[config.mk]
export PLATFORM = sky130hd
export DESIGN_NAME = hbc_pack
export DESIGN_NICKNAME = d
export VERILOG_FILES = /design/src/hbc_pkg.sv /design/src/hbc_pack.sv
export SDC_FILE = /design/constraint.sdc
export NUM_CORES = 1
export LEC_CHECK = 0
export BUFFER_PORTS_ARGS = -buffer_cell sky130_fd_sc_hd__clkbuf_2
export CAP_MARGIN = 5
export CORE_MARGIN = 4
export CORE_UTILIZATION = 40
export DETAILED_ROUTE_END_ITERATION = 12
export SLEW_MARGIN = 40
export SYNTH_ARGS = -nofsm -noshare
export SYNTH_HDL_FRONTEND = slang
export SYNTH_SLANG_ARGS = --single-unit
[constraint.sdc]
create_clock -name clk -period 2.5 [get_ports clk]
set_input_delay 0.375 -clock clk [delete_from_list [all_inputs] [get_ports clk]]
set_output_delay 0.375 -clock clk [all_outputs]
set_load 0.1 [all_outputs]
[src/hbc_pkg.sv]
`default_nettype none
// ----------------------------------------------------------------------------
// hbc_pkg
// Shared types and constants of the static Huffman byte compressor.
// ----------------------------------------------------------------------------
package hbc_pkg;

  localparam int WEIGHT_W = 32;
  localparam int NODE_W   = 9;
  localparam int DEPTH_W  = 8;
  localparam int LEN_W    = 6;
  localparam int LEN_CAP  = 40;
  localparam int LEAF_IDS = 256;

  localparam logic [1:0] KIND_COUNT  = 2'd0;
  localparam logic [1:0] KIND_BUILD  = 2'd1;
  localparam logic [1:0] KIND_ENCODE = 2'd2;

  localparam logic [1:0] ST_OK       = 2'd0;
  localparam logic [1:0] ST_EMPTY    = 2'd1;
  localparam logic [1:0] ST_TOO_LONG = 2'd2;

  typedef struct packed {
    logic [1:0] kind;
    logic [7:0] data_byte;
  } hbc_in_t;

  typedef struct packed {
    logic [7:0] out_byte;
    logic       byte_valid;
    logic [2:0] pad_bits;
    logic [1:0] status;
    logic       last;
  } hbc_out_t;

  typedef struct packed {
    logic [WEIGHT_W-1:0] weight;
    logic [NODE_W-1:0]   node;
  } hbc_heap_t;

  typedef struct packed {
    logic       done;
    logic [1:0] status;
    logic [2:0] pad;
  } hbc_build_res_t;

  typedef struct packed {
    logic       valid;
    logic [7:0] data;
    logic       last;
  } hbc_emit_t;

  typedef enum logic [2:0] {
    S_IDLE, S_CNT_RD, S_CNT_WR, S_BUILD, S_BUILD_OUT, S_ENC_RD, S_ENC_GO, S_ENC_RUN
  } top_state_t;

  typedef enum logic [4:0] {
    B_IDLE, B_LOAD_RD, B_LOAD_WR, B_LOAD_END,
    H_START, H_RD_I, H_WT_I, H_CHK, H_RD_R, H_CMP, H_PLACE,
    M_CHECK, M_POP1, M_POP2, M_SECOND, M_INS,
    T_START, T_ROOT, T_POP, T_VISIT, T_KIDS, T_PUSH_R, T_PUSH_L, T_LEAF_RD, T_LEAF, T_END,
    C_CLEAR, B_DONE
  } bld_state_t;

  typedef enum logic {
    P_IDLE, P_SHIFT
  } pk_state_t;

endpackage
`default_nettype wire

[src/hbc_pack.sv]
`default_nettype none
// ----------------------------------------------------------------------------
// hbc_pack
// Bit packer: shifts a code in one bit a cycle while no completed byte waits
// for emit_ready, msb first, and hands out each completed byte.
// ----------------------------------------------------------------------------
module hbc_pack import hbc_pkg::*; #(
  parameter int CW = 32
) (
  input  logic             clk,
  input  logic             rst,
  input  logic             preset,
  input  logic [2:0]       pad,
  input  logic             start,
  input  logic [LEN_W-1:0] len,
  input  logic [CW-1:0]    code,
  input  logic             emit_ready,
  output hbc_emit_t        emit,
  output logic             done
);

  localparam int CIW = (CW > 1) ? $clog2(CW) : 1;

  pk_state_t state, state_next;

  logic [7:0]       sreg;
  logic [3:0]       fill;
  logic [LEN_W-1:0] remain;
  logic [CW-1:0]    word;
  logic [2:0]       nbytes, sent;
  logic             full;
  logic [CIW-1:0]   idx;
  logic [LEN_W:0]   span;

  assign full = fill == 4'd8;
  assign idx  = CIW'(remain - LEN_W'(1));
  assign span = (LEN_W+1)'(fill) + (LEN_W+1)'(len);

  always_comb begin
    state_next = state;
    unique case (state)
      P_IDLE:  if (start) state_next = P_SHIFT;
      P_SHIFT: if (!full && remain == '0) state_next = P_IDLE;
      default: state_next = P_IDLE;
    endcase
  end

  always_comb begin
    emit = '{valid: 1'b0, data: sreg, last: (sent + 3'd1) == nbytes};
    done = 1'b0;
    unique case (state)
      P_SHIFT: begin
        emit.valid = full;
        done       = !full && remain == '0;
      end
      default: ;
    endcase
  end

  always_ff @(posedge clk) begin
    if (rst) begin
      state <= P_IDLE;
      sreg  <= '0;
      fill  <= '0;
    end else begin
      state <= state_next;
      if (preset) begin
        sreg <= '0;
        fill <= 4'(pad);
      end else if (state == P_SHIFT) begin
        if (full) begin
          if (emit_ready) fill <= '0;
        end else if (remain != '0) begin
          sreg <= {sreg[6:0], word[idx]};
          fill <= fill + 4'd1;
        end
      end
    end
  end

  always_ff @(posedge clk) begin
    if (state == P_IDLE && start) begin
      word   <= code;
      remain <= len;
      nbytes <= 3'(span >> 3);
      sent   <= '0;
    end else if (state == P_SHIFT) begin
      if (full) begin
        if (emit_ready) sent <= sent + 3'd1;
      end else if (remain != '0) begin
        remain <= remain - LEN_W'(1);
      end
    end
  end

endmodule
`default_nettype wire

-- After elaboration in Yosys (flattened, before gate mapping)
Index checks and enable logic that the tools add are counted.
- register bits: 57
- input bits: 46
- output and inout bits: 11
- add/sub/neg operators: 4
- order comparisons: 1
- equality and inequality tests: 5
- muxes and demuxes: 16
- bitwise logic cells: 2
- reductions and logical operators: 16
- operators by type and width (cell ; count):
    $mux 6 ; 4
    $reduce_and 3->1 ; 5
    $mux 4 ; 3
    $reduce_bool 2->1 ; 4
    $add 4x6->6 ; 1
    $logic_not 6->1 ; 1
    $lt 5x6->1 const B ; 1
    $mux 3 ; 2
    $reduce_bool 6->1 ; 1
    $sub 6x1->6 const B ; 1
    $bmux 1 s5 ; 1
    $mux 1 ; 5
    $add 4x1->4 const B ; 1
    $eq 4x4->1 const B ; 1
    $add 3x1->3 const B ; 1
    $eq 3x3->1 ; 1
    $ne 3x3->1 const B ; 1
    $reduce_bool 3->1 ; 1
    $logic_and 1x1->1 ; 2
    $ne 2x1->1 const B ; 1
    $ne 2x2->1 const B ; 1
    $not 1->1 ; 2
    $pmux 1 s2 ; 1
    $reduce_or 2->1 ; 1
    $logic_not 1->1 ; 1

-- Logic depth before layout (Yosys ltp)
- depth after elaboration: 5
- gate-level depth with buffers: 9

-- Worst setup path after synthesis
OpenSTA, ideal clock, no wires.
- path type: flip-flop to output port
- start: register sent[0]
- end: output port emit[0] (netlist bit)
- data arrival time: 2.868 ns
- required time: 2.125 ns
- path slack: -0.743 ns
- cell stages (with the launch flop): 4
- buffers on the path: 0
- cell sequence: dfxtp_1 -> ha_1 -> xor2_1 -> nor3_1
- RTL lines (what ; RTL line ; text):
    from (decl) ; hbc_pack.sv:30 ; logic [2:0] nbytes, sent;
    from (signal assigned) ; hbc_pack.sv:89 ; if (emit_ready) sent <= sent + 3'd1;
    to (decl) ; hbc_pack.sv:18 ; output hbc_emit_t emit,

-- Worst setup path after layout
- start: register remain[2]
- end: output port done
- cells in the longest elaborated chain, start to end: 3
- ends and longest elaborated chain (what ; RTL line ; text):
    from (decl) ; hbc_pack.sv:28 ; logic [LEN_W-1:0] remain;
    from (signal assigned) ; hbc_pack.sv:84 ; remain <= len;
    from (signal assigned) ; hbc_pack.sv:91 ; remain <= remain - LEN_W'(1);
    $logic_not 6->1 ; hbc_pack.sv:54 ; done = !full && remain == '0;
    $logic_and 1x1->1 ; hbc_pack.sv:54 ;
    $mux 1 ; hbc_pack.sv:51 ; unique case (state)
    to (decl) ; hbc_pack.sv:19 ; output logic done
Every way passes these cells.

==> summary.txt <==
Leak -> 1.35 nW
Port buffer count -> 56
Register area share after synthesis -> 60.8%
Crit path DAT -> 1.99 ns
Share of the clock period used by the worst path -> 94.5%
Critical Path Start Type -> register
Area growth syn-to-layout -> 26.6%
Clk_skew -> 0.00768 ns
Placed insts -> 320
Slew @ Worst Pin -> 0.543 ns
Non-Filler Instances -> 336
Die Width -> 87.9 um
Post-synth EDFFs -> 41
Die area -> 7720 um2
Synth Flop Type -> edfxtp_1
Peak VDD IR -> 0.000464 V
Post-place setup slack -> 0.224 ns
Wirelength per Cell -> 13.8 um
Vias -> 1636
Clk root buf -> clkbuf_8
Worst hold slack -> 0.211 ns
Max clock buf depth -> 2
Worst setup EP type -> output port
CP max FO -> 4
Final-report hold violation count -> 0
Flops & latches, synth -> 57
Dominant cells by area after synthesis -> edfxtp_1 48%, dfxtp_1 13%, mux2i_1 5.5%
Clk pin slew, worst setup/hold paths -> 0.07 ns
Max Slew Vio Count -> 0
CTS buffer count -> 9
Crit-path cells -> or3_4 > or3_1 > nor2_4 > buf_12
GPL Wtd Cong -> 0.803
Status -> complete, no violations
Crit-path slowest cell -> edfxtp_1
Area leader, netlist -> edfxtp_1
Power per standard cell area -> 782 nW/um2
Setup Crit Path Kind -> reg2out
Ant diodes -> 0
DP HPWL -> 3.50 mm
Post-synthesis area per instance -> 13.6 um2
Crit path buf inv count -> 1
Placed cell area -> 2980 um2
Synth unique cells -> 39
Setup violators final -> 0
Net Count, Synth -> 241
Design Area, Final -> 3230 um2
Core area -> 6060 um2
DR pass1 iterations -> 4
Setup repair after global routing missed its margin -> no
Cells after Synth -> 187
Period minus WS final -> 2.36 ns
Layout cells sized above 1 -> 35.2%
First-pass GRT wire length -> 7.60 mm
Syn Std Cell Area -> 2550 um2
DRC -> 0
Initial antenna violation count -> 0
Max Freq -> 423 MHz
Slew headroom -> 64.0%
CP top delay family -> simple AND/OR/NAND/NOR gates
All-Layer GR Usage -> 13.4%
Vias in the first global route -> 1624
Largest net degree at the start of global routing -> 24
Vert. Die Dim -> 87.9 um
Async set or reset register ratio after synthesis -> 0%
Worst Path Required -> 2.12 ns
CP peak stage delay -> 0.48 ns
CTS tree -> done
Most numerous cell in the Yosys netlist -> edfxtp_1
DRT iter0 DRCs -> 78
Commonest cells post-synth -> 41 x edfxtp_1, 25 x nor2_1, 16 x dfxtp_1
Number of max-cap violations -> 0
Io pins -> 57
Max H-tree Level -> 3
Final Power -> 2.53 mW
Initial Utilization -> 42.1%
Clk sinks -> 57
Final setup TNS -> 0 ns
Final #Nets -> 310
Min-delay worst type -> in2reg
Final Worst Setup Slack -> 0.137 ns
Syn. warnings -> 0
Setup Fix Bufs, Post-CTS -> 0
Post-route ant nets -> 0
Share of the synthesized area in the top cell type -> 48.2%
Hold Buf Count CTS -> 0
Drt via density -> 4.87
WL final -> 4.63 mm
Std-Cell Rows -> 28
Clk_lat worst skew -> 0.33 ns
Total gr overflow -> 0
Core Util, Final -> 53.3%
## cells by family after synthesis
group,after synthesis,share of synthesized area (%)
buf+inv,12,2.01
simple gates,57,10.6
flops,57,60.8
fa+ha+maj,8,3.92
compound gates,16,4.61
xor+xnor,14,5.10
mux,23,13.0
## per-layer routing
metal	GRT usage (%)	vias to the layer above	share of wire, %
met2	21.2	59	47
met4	5.02	0	1.4
met3	6.30	6	8.3
met5	0	-	0
li1	-	821	-
met1	16.0	750	43
## flip-flops by register name, indices dropped and copies added, names as in the netlist
register and cells:
state 1, fill 4, sreg 8, word 32, nbytes 3, remain 6, sent 3
## placed cells by master (no fill, tap or decap), types with 2 or more instances in the layout
cell type  instances
dfxtp_1           16
edfxtp_1          41
inv_6              2
clkbuf_8           9
clkbuf_2          55
ha_1               8
xor2_1             4
inv_1              6
nand2_1           11
mux4_2             4
buf_4              7
o21ai_0            3
bufinv_16          3
nor3_1             4
nor2b_1            2
clkinv_4           2
or3_1              2
mux2_2             2
nand3_1            3
xnor2_1            9
mux4_1             3
a21oi_1            7
mux2i_1           14
nor2_1            24
## power breakdown
part	internal, mW	switching, mW	leakage, nW
sequential	1.08	0.0334	0.522
clock	0.671	0.380	0.124
combinational	0.182	0.178	0.699
## layout make-up
type                            count  area (um2)
Clock buffer                        9         124
Multi-Input combinational cell    118         962
Timing Repair Buffer               63         348
Fill cell                         539        2830
Sequential cell                    57        1550
Inverter                            7        26.3
Clock inverter                      7         125
Tap cell                           75        93.8
## worst reg2reg max path, stage by stage, from the launching register on
cell,delay [ns]
edfxtp_1,0.41
inv_1,0.11
ha_1,0.22
xor2_2,0.24
mux4_1,0.58
mux2_2,0.27
o22a_1,0.21
o21a_1,0.16
## final timing paths
check | start | to | slack (ns) | depth (start not counted)
min | code[24] | word[24] | 0.21 | 1
max reg2reg | remain[1] | sreg[0] | 0.19 | 7
min reg2reg | sent[1] | sent[1] | 0.46 | 2
max | remain[2] | done | 0.14 | 4
## repair_timing
| item | 4_1_cts | 5_1_grt |
|---|---|---|
| hold endpoints to repair | 0 | 0 |
| setup endpoints to repair | 0 | 1 |
| gates resized for setup | 0 | 1 |
Power figures use the tool's default switching activity.
