==> src/hbc_ram.sv <==
`default_nettype none
// ----------------------------------------------------------------------------
// hbc_ram
// Simple dual-port RAM: one write port, one read port with registered data.
// ----------------------------------------------------------------------------
module hbc_ram #(
  parameter int WIDTH = 8,
  parameter int DEPTH = 16,
  localparam int AW = (DEPTH > 1) ? $clog2(DEPTH) : 1
) (
  input  logic             clk,
  input  logic             we,
  input  logic [AW-1:0]    waddr,
  input  logic [WIDTH-1:0] wdata,
  input  logic [AW-1:0]    raddr,
  output logic [WIDTH-1:0] rdata
);

  logic [WIDTH-1:0] mem [DEPTH];

  always_ff @(posedge clk) begin
    if (we) begin
      mem[waddr] <= wdata;
    end
  end

  always_ff @(posedge clk) begin
    rdata <= mem[raddr];
  end

endmodule
`default_nettype wire

==> config.mk <==
export PLATFORM = sky130hd
export DESIGN_NAME = hbc_ram
export DESIGN_NICKNAME = d
export VERILOG_FILES = /design/src/hbc_ram.sv
export SDC_FILE = /design/constraint.sdc
export NUM_CORES = 1
export LEC_CHECK = 0
export BUFFER_PORTS_ARGS = -buffer_cell sky130_fd_sc_hd__clkbuf_2
export CAP_MARGIN = 15
export CORE_ASPECT_RATIO = 0.8
export CORE_MARGIN = 1.5
export CORE_UTILIZATION = 45
export DETAILED_ROUTE_END_ITERATION = 6
export GPL_TIMING_DRIVEN = 0
export SYNTH_ARGS = -nofsm -noshare
export SYNTH_HDL_FRONTEND = slang
export SYNTH_SLANG_ARGS = --single-unit
export TNS_END_PERCENT = 50
==> constraint.sdc <==
create_clock -name clk -period 2.82 [get_ports clk]
set_input_delay 0.705 -clock clk [delete_from_list [all_inputs] [get_ports clk]]
set_output_delay 0.705 -clock clk [all_outputs]
set_load 0.02 [all_outputs]
# [After elaboration in Yosys (flattened, before gate mapping)]
# Memory sizes are Yosys's and may differ from the RTL's. A register that Yosys moved wholly into a read port is not among the register bits.
# Index checks and enable logic that the tools add are counted.
[word_totals] regBits=0 ram_bits=128 output_inout_bits=8 elab_cells=3 n_memories=1
[mem_list] name="mem" depth=16 width=8 rd=1 rd_ports_with_merged_regs=1 wr=1 line_no="19" text="logic [WIDTH-1:0] mem [DEPTH];"
[op_classes] mux=2
[ops] operator="$mux 1" count=2

# [Depth between registers and ports, before layout]
# Gate-level depths: netlist of the first run.
[logic_depth] depth_word=2 mapped_depth=5 mapped_depth_nobuf=3

# [Worst setup path after synthesis of the first run]
# OpenSTA, ideal clock, no wires.
[synth_timing] path_kind="input-to-reg" start="input port waddr[2]" end="memory mem[0][0] (enable)" t_arrival_ps=1815 required_time_ps=2437 setup_slack_ps=622 cell_stages=2 cell_sequence="or3b_2 > nor3_1"
[synth_lines] element="from (decl)" line_no="13" text="input logic [AW-1:0] waddr,"
[synth_lines] element="to (decl)" line_no="19"
# Straight into the memory's write port.

# [Worst setup path in the final report of the first run]
[layout_timing] start="input port waddr[2]" end="memory mem[0][1] (enable)"
# Straight into the memory's write port.

==> results of run 1 <==
[power groups by stage]
stage	registers, mW	clock network (mW)	logic [mW]
after floorplan	2.33	0	0.115
after global placement	2.31	0	0.232
after detailed placement	2.31	0	0.238
after CTS	2.27	2.41	0.239
after global routing	2.28	2.50	0.254
final	2.27	2.37	0.235
[registers in the layout, summed over array words and instances, names as in the netlist]
signal / flops
mem: 128
rdata: 8
[layout make-up]
class                      count  area [µm²]
timing repair buffer          28       147.6
fill                         836        4900
multi-input combinational     83        1057
clock inverter                14       203.9
clock buffer                  18       439.2
buffer                        10       86.33
tap                          144       180.2
sequential                   136        4004
[logic make-up (layout without fill, tap and decap cells)]
logic type / count (synthesis) / count (layout) / synth area share [%]
mux: 32 / 32 / 15.02
flops: 136 / 136 / 77.78
compound gates: 16 / 16 / 2.334
simple gates: 35 / 35 / 3.184
buf+inv: 10 / 70 / 1.677
[placed cells by master (no fill, tap or decap), types with 2 or more instances in the layout]
cell type        netlist  layout
buf_2                  3       4
buf_4                  1       4
dfxtp_1                8       8
mux4_2                18      18
nand2_1                9       9
nor3_1                 4       4
nand2b_1               2       2
a22oi_1               16      16
clkinv_2               0       5
buf_6                  3       3
bufinv_16              0       5
clkbuf_2               0      24
clkbuf_16              0      17
nor2_1                13      13
nand3b_1               2       2
clkinv_4               0       2
mux4_1                14      14
clkdlybuf4s25_2        3       3
edfxtp_1             128     128
[per-stage QoR]
step	util, %	power (mW)
floorplan	-	2.443
global placement	49.44	2.543
detailed placement	49.69	2.551
CTS	55.53	4.923
global route	55.53	5.030
finish	55.53	4.878
[worst min-delay path, stage by stage, from the launching register on]
cell	delay, ns
edfxtp_1	0.31
mux4_1	0.21
a22oi_1	0.08
nand2_1	0.07
[per-layer routing]
metal | vias to the layer above | routed length [µm] | GRT usage [%] | share of wire, %
met4 | 0 | 30 | 5.635 | 0.29
li1 | 1072 | - | - | -
met3 | 2 | 642 | 5.440 | 6.3
met1 | 1240 | 4897 | 28.97 | 48
met2 | 64 | 4688 | 26.43 | 46
met5 | - | 0 | 0 | 0
[worst paths after layout]
path,end,slack (ns),start
setup / recovery,mem[0][1],0.66,waddr[2]
setup reg to reg,rdata[7],1.41,mem[11][7]
hold reg to reg,rdata[1],0.69,mem[0][1]
hold / removal,rdata[1],0.69,mem[0][1]
==> results by group, run 1 <==
Run status
  • Status: completed

Logic synthesis
  • Top-area cell type share of the netlist area: between 70% and 80%
  • Number of synthesized flops with an enable pin: roughly 130
  • Leading area contributor after synthesis: edfxtp_1
  • Synth top area cells: edfxtp_1, mux4_2, mux4_1, dfxtp_1, a22oi_1
  • Synthesized cell area: approximately 0.0051 mm²
  • Avg Cell Area, Syn: ~22 µm²
  • Syn Inst Count: ~230
  • Sequential share of the synthesized area: 77.78%
  • Netlist cell types: 19
  • Syn_nets: ~250
  • #FFs+latches synth: roughly 140
  • Most frequent cell after synthesis: edfxtp_1
  • Yosys Warn Count: 0
  • Asr flop ratio synth: 0%
  • Prevailing post-synth register cell: edfxtp_1
  • Synth top cells by count: edfxtp_1, mux4_2, a22oi_1

Setup path
  • Setup CP Type: in2reg
  • Critical-path maximum fanout: 5
  • R2R depth: 3
  • CP bufs+invs: 2
  • Worst setup EP type: flip-flop
  • Critical path's slowest cell: nor3_1
  • Delay-heaviest family, CP: simple AND/OR/NAND/NOR gates
  • CP Data Required Time: between 2 and 3 ns
  • CP arrival: approximately 2.3 ns
  • Crit path largest cell delay: roughly 0.60 ns
  • CP Launch Type: primary input
  • Cell Chain, Critical Path: clkbuf_2, or3b_2, nor3_1, buf_2
  • CP Depth: 4

STA
  • Rel. slew slack: approximately 40%
  • Slew @ Worst Pin: slightly above 0.9 ns
  • # setup viols final: 0
  • Slew Viols, Final: 0
  • Skew final: about 0.014 ns
  • Maximum clock rate: 0.4632 GHz
  • Final hold slack: 0.6888 ns
  • Period Utilization, post-route: 76.56%
  • Setup WS post-layout: 0.6610 ns
  • Final Critical Period: 2.159 ns
  • Final Hold Viols: 0
  • RSZ-0062 raised after global routing: no
  • TNS Setup: 0 ns

Cells and area
  • Synthesis-to-layout area growth: 18.86%
  • Layout Nets: 294
  • Ant diodes: 0
  • Final instance area: just over 0.006 mm²
  • Non-Filler Instances: ~430
  • Share of post-route cells with drive strength above 1: between 30% and 40%

Clock tree
  • Post-cts repair resize count: 0
  • CTS tree: yes
  • CTS Buf Count: 17
  • Root Driver: clkbuf_16
  • Hold buffers post-CTS: 0
  • Postcts setup bufs: 0
  • H-tree levels: 4
  • Clock transition at path regs: roughly 0.05 ns
  • Worst-Skew Late Latency: slightly above 0.4 ns
  • Clock buffer depth: 2
  • Clk sinks: 136

Power
  • Clock share of power: between 40% and 50%
  • Register share of total power: between 40% and 50%
  • Peak VDD IR: ~0.45 mV
  • Combinational Power Share: 4.8%
  • Switching share of power: around a fifth
  • Cell Int Power: slightly below 4 mW
  • Switch Pwr: approximately 940 µW
  • Leak: roughly 2.1 nW
  • Cell Pwr Density: about 800 mW/mm²

Floorplan
  • I/O Pins: 26
  • Die Y: 98.66 µm
  • Initial core utilization: between 40 and 50%
  • Die ar.: between 0.01 and 0.015 mm²
  • Die extent in x: ~120 µm
  • Row cnt: 34
  • Core Region: 0.01102 mm²

Global routing
  • Initial antenna violation count: 0
  • Pin count of the biggest net entering global routing: 17
  • Vias in the first global route: 2415
  • First-pass GRT wire length: about 15000 µm
  • Total grt overflow: 0
  • Total global-route track usage: 18.90%

Detailed routing
  • Drt total wl: approximately 10000 µm
  • Vias: around 2400
  • Drt first pass iters: 4
  • Vias per cell: 5.492
  • Post-route DRC: 0
  • WL/cell: 23.69 µm
  • Drt first-iter violations: 205
  • ANT nets after route: 0

Placement
  • HPWL after DPL: 6560 µm
  • Place WS: approximately 0.26 ns
  • GPL Wtd Cong: 0.7110
  • Placed cells: between 400 and 500
  • Placed inst area: 0.005475 mm²
  • Port Buf Inserts: 24

Worst hold path
  • Worst hold path depth: 3
  • Hold crit path type: reg2reg

Run
  • Max-cap viol count: 0
(Power assumes the default switching activity.)
==> run 2: changes to the inputs <==
==> constraint.sdc (replaced) <==
create_clock -name clk -period 1.8 [get_ports clk]
set_input_delay 0.45 -clock clk [delete_from_list [all_inputs] [get_ports clk]]
set_output_delay 0.45 -clock clk [all_outputs]
set_load 0.02 [all_outputs]
==> run 2 against run 1 <==
  * Core utilization shrank 0.66 points
  * Critical path type unchanged
  * Final cell count shrank 0.23%
  * Non-clock buffer count shrank 1
  * Combinational power grew 57%
  * Largest cell class unchanged
==> results by group, run 2 (synthesized netlist as in run 1, its figures left out) <==
Power
  • Cell Pwr Density: 1196 mW/mm² (+50%)
  • Peak VDD IR: 0.6915 mV (+54%)
  • Leak: 2.024 nW (-2.7%)
  • Power, Total: 7.232 mW (+48%)

Detailed routing
  • Drt total wl: 10380 µm (+1.2%)
  • Drt first pass iters: 6 (+2)
  • Drt first-iter violations: 255 (+24%)
  • ANT nets after route: 0 (unchanged)
  • Vias per cell: 5.583 (+1.7%)
  • Post-route DRC: 0 (unchanged)
  • WL/cell: 24.02 µm (+1.4%)
  • Vias: 2412 (+1.4%)

Clock tree
  • H-tree levels: 4 (unchanged)
  • Hold buffers post-CTS: 0 (unchanged)
  • Root Driver: clkbuf_16
  • Clock buffer depth: 2 (unchanged)
  • Clock transition at path regs: 0.06 ns (about the same)
  • CTS tree: yes
  • CTS Buf Count: 17 (unchanged)
  • Clk sinks: 136 (unchanged)
  • Postcts setup bufs: 0 (unchanged)
  • Worst-Skew Late Latency: 0.42 ns (about the same)

Cells and area
  • Fin util: 54.87% (-0.66 points)
  • Combined area of the multi-input logic cells: 0.001067 mm² (+0.95%)
  • Largest regs: mem: 128 flops, rdata: 8 flops
  • Max FFs per register: 128 (unchanged)
  • Storage element area: 0.004004 mm² (unchanged)
  • Biggest register: mem
  • Share of post-route cells with drive strength above 1: 31.25% (+0.80 points)
  • Commonest cells after routing, fill and taps aside: edfxtp_1, clkbuf_2, mux4_2
  • Layout Nets: 293 (-0.34%)
  • FILL cells: 872 (+4.3%)
  • Ant diodes: 0 (unchanged)
  • Commonest non-fill, non-tap cell in the layout: edfxtp_1
  • Synthesis-to-layout area growth: 17.45%

Setup path
  • CP bufs+invs: 1 (-1)
  • CP Launch Type: primary input
  • Critical-path maximum fanout: 8 (+3)
  • CP arrival: 1.74 ns (-0.52 ns)
  • Setup CP Type: in2reg
  • Worst setup EP type: flip-flop
  • Critical path's slowest cell: nor2_1
  • CP Data Required Time: 1.84 ns (-1.08 ns)
  • Cell Chain, Critical Path: clkbuf_2, or3b_2, nor2_1
  • Crit path largest cell delay: 0.63 ns (+0.03 ns)
  • Delay-heaviest family, CP: simple AND/OR/NAND/NOR gates

STA
  • Slew @ Worst Pin: 0.8938 ns (-0.01748 ns)
  • Rel. slew slack: 40.19% (+1.2 points)
  • Final Hold Viols: 0 (unchanged)
  • Skew final: 0.009928 ns (-0.003783 ns)
  • RSZ-0062 raised after global routing: no
  • Maximum clock rate: 0.5869 GHz
  • Slew Viols, Final: 0 (unchanged)
  • Period Utilization, post-route: 94.66%
  • Final Critical Period: about 1.7 ns
  • # setup viols final: 0 (unchanged)

Global routing
  • Total grt overflow: 0 (unchanged)
  • Vias in the first global route: 2409 (-0.25%)
  • First-pass GRT wire length: 15490 µm (+0.58%)
  • Total global-route track usage: 19.16% (+0.26 points)
  • Initial antenna violation count: 0 (unchanged)
  • Pin count of the biggest net entering global routing: 17 (unchanged)

Floorplan
  • Row cnt: 34 (unchanged)
  • Core Region: 0.01102 mm² (unchanged)
  • Initial core utilization: 46.72% (unchanged)
  • Die ar.: 0.01209 mm² (unchanged)
  • I/O Pins: 26 (unchanged)
  • Die extent in x: 122.6 µm (unchanged)
  • Die Y: 98.66 µm (unchanged)

Placement
  • HPWL after DPL: 6325 µm (-3.6%)
  • Port Buf Inserts: 24 (unchanged)
  • GPL Wtd Cong: 0.6629 (-6.8%)

Run status
  • Status: completed

Run
  • Max-cap viol count: 0 (unchanged)

Worst hold path
  • Hold crit path type: in2reg
## run 2: power breakdown
group	internal (mW)	switching [mW]	leakage (nW)
Clock	1.92	1.38	0.265
Combinational	0.141	0.228	0.535
Sequential	3.54	0.0162	1.22
## run 2: worst reg2reg max path, cell delays in order (launching register included)
cell and delay (ns):
edfxtp_1 0.37, mux4_1 0.57, a22oi_1 0.34, nand2_1 0.10
## run 2: what timing repair did
item | CTS | global route
endpoints found under the hold margin | 0 | 0
gates resized for setup | 0 | 2
endpoints found under the setup margin | 0 | 8
## run 2: final cells by class
type                            count  area share (%)
Clock buffer                       17           7.036
Timing Repair Buffer               27           2.318
Multi-Input combinational cell     83           17.65
Clock inverter                     15           2.359
Tap cell                          144           2.980
Buffer                             10           1.428
Sequential cell                   136           66.23
## run 2: path summary, 6_finish.rpt
kind         depth (start not counted)         end  slack, ns  startpoint
max                                  3   mem[2][2]        0.1    waddr[2]
min                                  2  mem[12][6]       0.48    waddr[1]
max reg2reg                          3    rdata[0]       0.31   mem[5][0]
min reg2reg                          3    rdata[1]       0.69  mem[11][1]
## run 2: layer usage
metal,share of wire (%),up-vias,GRT usage [%]
met5,0,-,0
met4,1.1,0,6.977
met3,7.0,10,5.787
met2,45,77,26.30
met1,47,1255,29.14
li1,-,1070,-
## run 2: stage by stage
| step | area [µm²] | hold slack (ns) | std cells | worst slack (ns) | setup TNS [ns] |
|---|---|---|---|---|---|
| 2_1_floorplan | 5152 | 0.5489 | 229 | 0.08385 | 0 |
| 3_3_place_gp | 5453 | 0.6633 | 397 | -0.4983 | -23.19 |
| 3_5_place_dp | 5458 | 0.6799 | 398 | -0.3998 | -21.25 |
| 4_1_cts | 6026 | 0.4783 | 430 | 0.04093 | 0 |
| 5_1_grt | 6046 | 0.4844 | 432 | 0.004600 | 0 |
| 6_report | 6046 | 0.4755 | 432 | 0.09605 | 0 |
==> run 3: changes to the inputs <==
--- a/config.mk
+++ b/config.mk
@@ -5,12 +5,12 @@
 export SDC_FILE = /design/constraint.sdc
 export NUM_CORES = 1
 export LEC_CHECK = 0
-export BUFFER_PORTS_ARGS = -buffer_cell sky130_fd_sc_hd__clkbuf_2
 export CAP_MARGIN = 15
 export CORE_ASPECT_RATIO = 0.8
 export CORE_MARGIN = 1.5
 export CORE_UTILIZATION = 45
 export DETAILED_ROUTE_END_ITERATION = 6
+export DONT_BUFFER_PORTS = 1
 export GPL_TIMING_DRIVEN = 0
 export SYNTH_ARGS = -nofsm -noshare
 export SYNTH_HDL_FRONTEND = slang
==> run 3 against run 2 <==
  * Setup slack gained 0.037 ns
  * Die area unchanged
  * Total power decreased by 0.80%
  * Via count is 4.1% lower
  * Clock power about the same
  * Sequential power hardly changed
  * Clock skew is 0.0021 ns lower
  * Worst hold slack lost 0.34 ns
==> results by group, run 3 (synthesized netlist as in run 1, its figures left out) <==
Run status
  • Status: completed

Setup path
  • CP bufs+invs: 0 (-1)
  • Delay-heaviest family, CP: simple AND/OR/NAND/NOR gates
  • CP Depth: 2 (-1)
  • Worst setup EP type: flip-flop
  • Critical path's slowest cell: nor2_1
  • CP Launch Type: primary input
  • Critical-path maximum fanout: 8 (unchanged)
  • Setup CP Type: in2reg
  • CP arrival: 1.69 ns (-0.05 ns)
  • R2R depth: 3 (unchanged)
  • Crit path largest cell delay: 0.71 ns (+0.08 ns)
  • CP Data Required Time: 1.83 ns (about the same)
  • Crit. Startpoint: waddr[2]
  • Worst r2r src: mem[5][0]
  • Cell Chain, Critical Path: or3b_2, nor2_1

Clock tree
  • H-tree levels: 4 (unchanged)
  • Clock transition at path regs: 0.05 ns (about the same)
  • Postcts setup bufs: 0 (unchanged)
  • Root Driver: clkbuf_16
  • Clk sinks: 136 (unchanged)
  • Hold buffers post-CTS: 0 (unchanged)
  • Worst-Skew Late Latency: 0.41 ns (about the same)
  • CTS Buf Count: 17 (unchanged)
  • CTS tree: yes
  • Clock buffer depth: 2 (unchanged)
  • Post-cts repair resize count: 0 (unchanged)

Floorplan
  • Core Region: 0.01102 mm² (unchanged)
  • Die Y: 98.66 µm (unchanged)
  • I/O Pins: 26 (unchanged)
  • Die extent in x: 122.6 µm (unchanged)
  • Die ar.: 0.01209 mm² (unchanged)
  • Initial core utilization: 46.72% (unchanged)
  • Row cnt: 34 (unchanged)

STA
  • Maximum clock rate: 0.6000 GHz (+2.2%)
  • Slew @ Worst Pin: 0.8923 ns (-0.001467 ns)
  • Rel. slew slack: 40.29% (+0.098 points)
  • # setup viols final: 0 (unchanged)
  • Final Hold Viols: 0 (unchanged)
  • Setup WS post-layout: 0.1333 ns (+0.03725 ns)
  • Period Utilization, post-route: 92.59% (-2.1 points)
  • TNS Setup: 0 ns (unchanged)
  • RSZ-0062 raised after global routing: no
  • Slew Viols, Final: 0 (unchanged)
  • Final hold slack: 0.1337 ns (-0.3418 ns)
  • Skew final: 0.007830 ns (-0.002098 ns)
  • Final Critical Period: 1.667 ns (-0.03725 ns)

Detailed routing
  • Vias: 2314 (-4.1%)
  • Post-route DRC: 0 (unchanged)
  • ANT nets after route: 0 (unchanged)
  • Drt total wl: 10260 µm (-1.1%)
  • Vias per cell: 5.672 (+1.6%)
  • Drt first pass iters: 5 (-1)
  • Drt first-iter violations: 235 (-7.8%)
  • WL/cell: 25.15 µm (+4.7%)

Global routing
  • Initial antenna violation count: 0 (unchanged)
  • First-pass GRT wire length: 15350 µm (-0.89%)
  • Total global-route track usage: 18.95% (-0.21 points)
  • Pin count of the biggest net entering global routing: 17 (unchanged)
  • Vias in the first global route: 2389 (-0.83%)
  • Total grt overflow: 0 (unchanged)

Placement
  • Place WS: -0.2843 ns (+0.1155 ns)
  • Port Buf Inserts: 0 (-100%)
  • GPL Wtd Cong: 0.6926 (+4.5%)
  • Placed inst area: 0.005355 mm² (-1.9%)
  • HPWL after DPL: 6527 µm (+3.2%)

Cells and area
  • Commonest non-fill, non-tap cell in the layout: edfxtp_1
  • FILL cells: 841 (-3.6%)
  • Final instance area: 0.005932 mm² (-1.9%)
  • Largest regs: mem: 128 flops, rdata: 8 flops
  • Share of post-route cells with drive strength above 1: 23.11% (-8.1 points)
  • Ant diodes: 0 (unchanged)
  • Synthesis-to-layout area growth: 15.24%
  • Layout Nets: 269 (-8.2%)
  • Commonest cells after routing, fill and taps aside: edfxtp_1, mux4_2, clkbuf_16
  • Biggest register: mem
  • Max FFs per register: 128 (unchanged)

Power
  • Cell Int Power: 5.794 mW (+3.4%)
  • Cell Pwr Density: 1209 mW/mm² (+1.1%)
  • Switching share of power: 19.24% (-3.3 points)
  • Clock share of power: 46.5% (+0.8 points)
  • Peak VDD IR: 0.6852 mV (-0.91%)
  • Switch Pwr: 1.380 mW (-15%)
  • Power, Total: 7.174 mW (-0.80%)
  • Combinational Power Share: 3.5% (-1.6 points)
  • Leak: 1.940 nW (-4.1%)
  • Register share of total power: 50.0% (+0.8 points)

Worst hold path
  • Hold_sp: wdata[6]
  • Hold crit path type: in2reg
  • Worst hold path depth: 0 (-2)

Run
  • Max-cap viol count: 0 (unchanged)
==> run 3: changes by cell type in the layout (fill, tap and decap cells not counted), moves of 3 or more <==
| cell | delta |
|---|---|
| clkinv_2 | +4 |
| inv_6 | -6 |
| buf_4 | +3 |
| clkbuf_1 | +3 |
| clkbuf_8 | +3 |
| clkinv_4 | -3 |
| clkbuf_2 | -24 |
==> run 3: cell type report <==
cell class	instances	area [µm²]	share of cell area [%]
plain buffers	10	86.33	1.455
clock buffers	23	478.0	8.057
clock inverters	9	98.84	1.666
flip-flops and latches	136	4004	67.50
well taps	144	180.2	3.037
repair buffers	3	22.52	0.3797
multi-input cells	83	1062	17.91
==> run 3: path summary, 6_finish.rpt <==
path	endpoint	slack, ns
worst min-delay path	mem[4][6]	0.13
worst max register to register	rdata[0]	0.37
worst min register to register	rdata[0]	0.69
worst max-delay path	mem[2][2]	0.13
==> run 3: power by group through the flow <==
stage                     Sequential (mW)  Combinational [mW]  Clock, mW
after floorplan                      3.65               0.180          0
after detailed placement             3.66               0.252          0
after global routing                 3.60               0.270       3.52
after global placement               3.65               0.249          0
after CTS                            3.59               0.253       3.40
final                                3.59               0.249       3.34
==> run 3: metal layers <==
metal / vias up / share of wire, % / track usage [%]
li1: 1018 / - / -
met1: 1201 / 48 / 29.58
met2: 93 / 43 / 25.35
met3: 2 / 9.4 / 5.787
met4: 0 / 0.30 / 6.440
met5: - / 0 / 0
==> run 3: through the flow <==
step	utilization, %	cells
finish	53.84	408
global route	53.84	408
CTS	53.84	408
detailed placement	48.60	376
global placement	48.40	373
floorplan	-	229
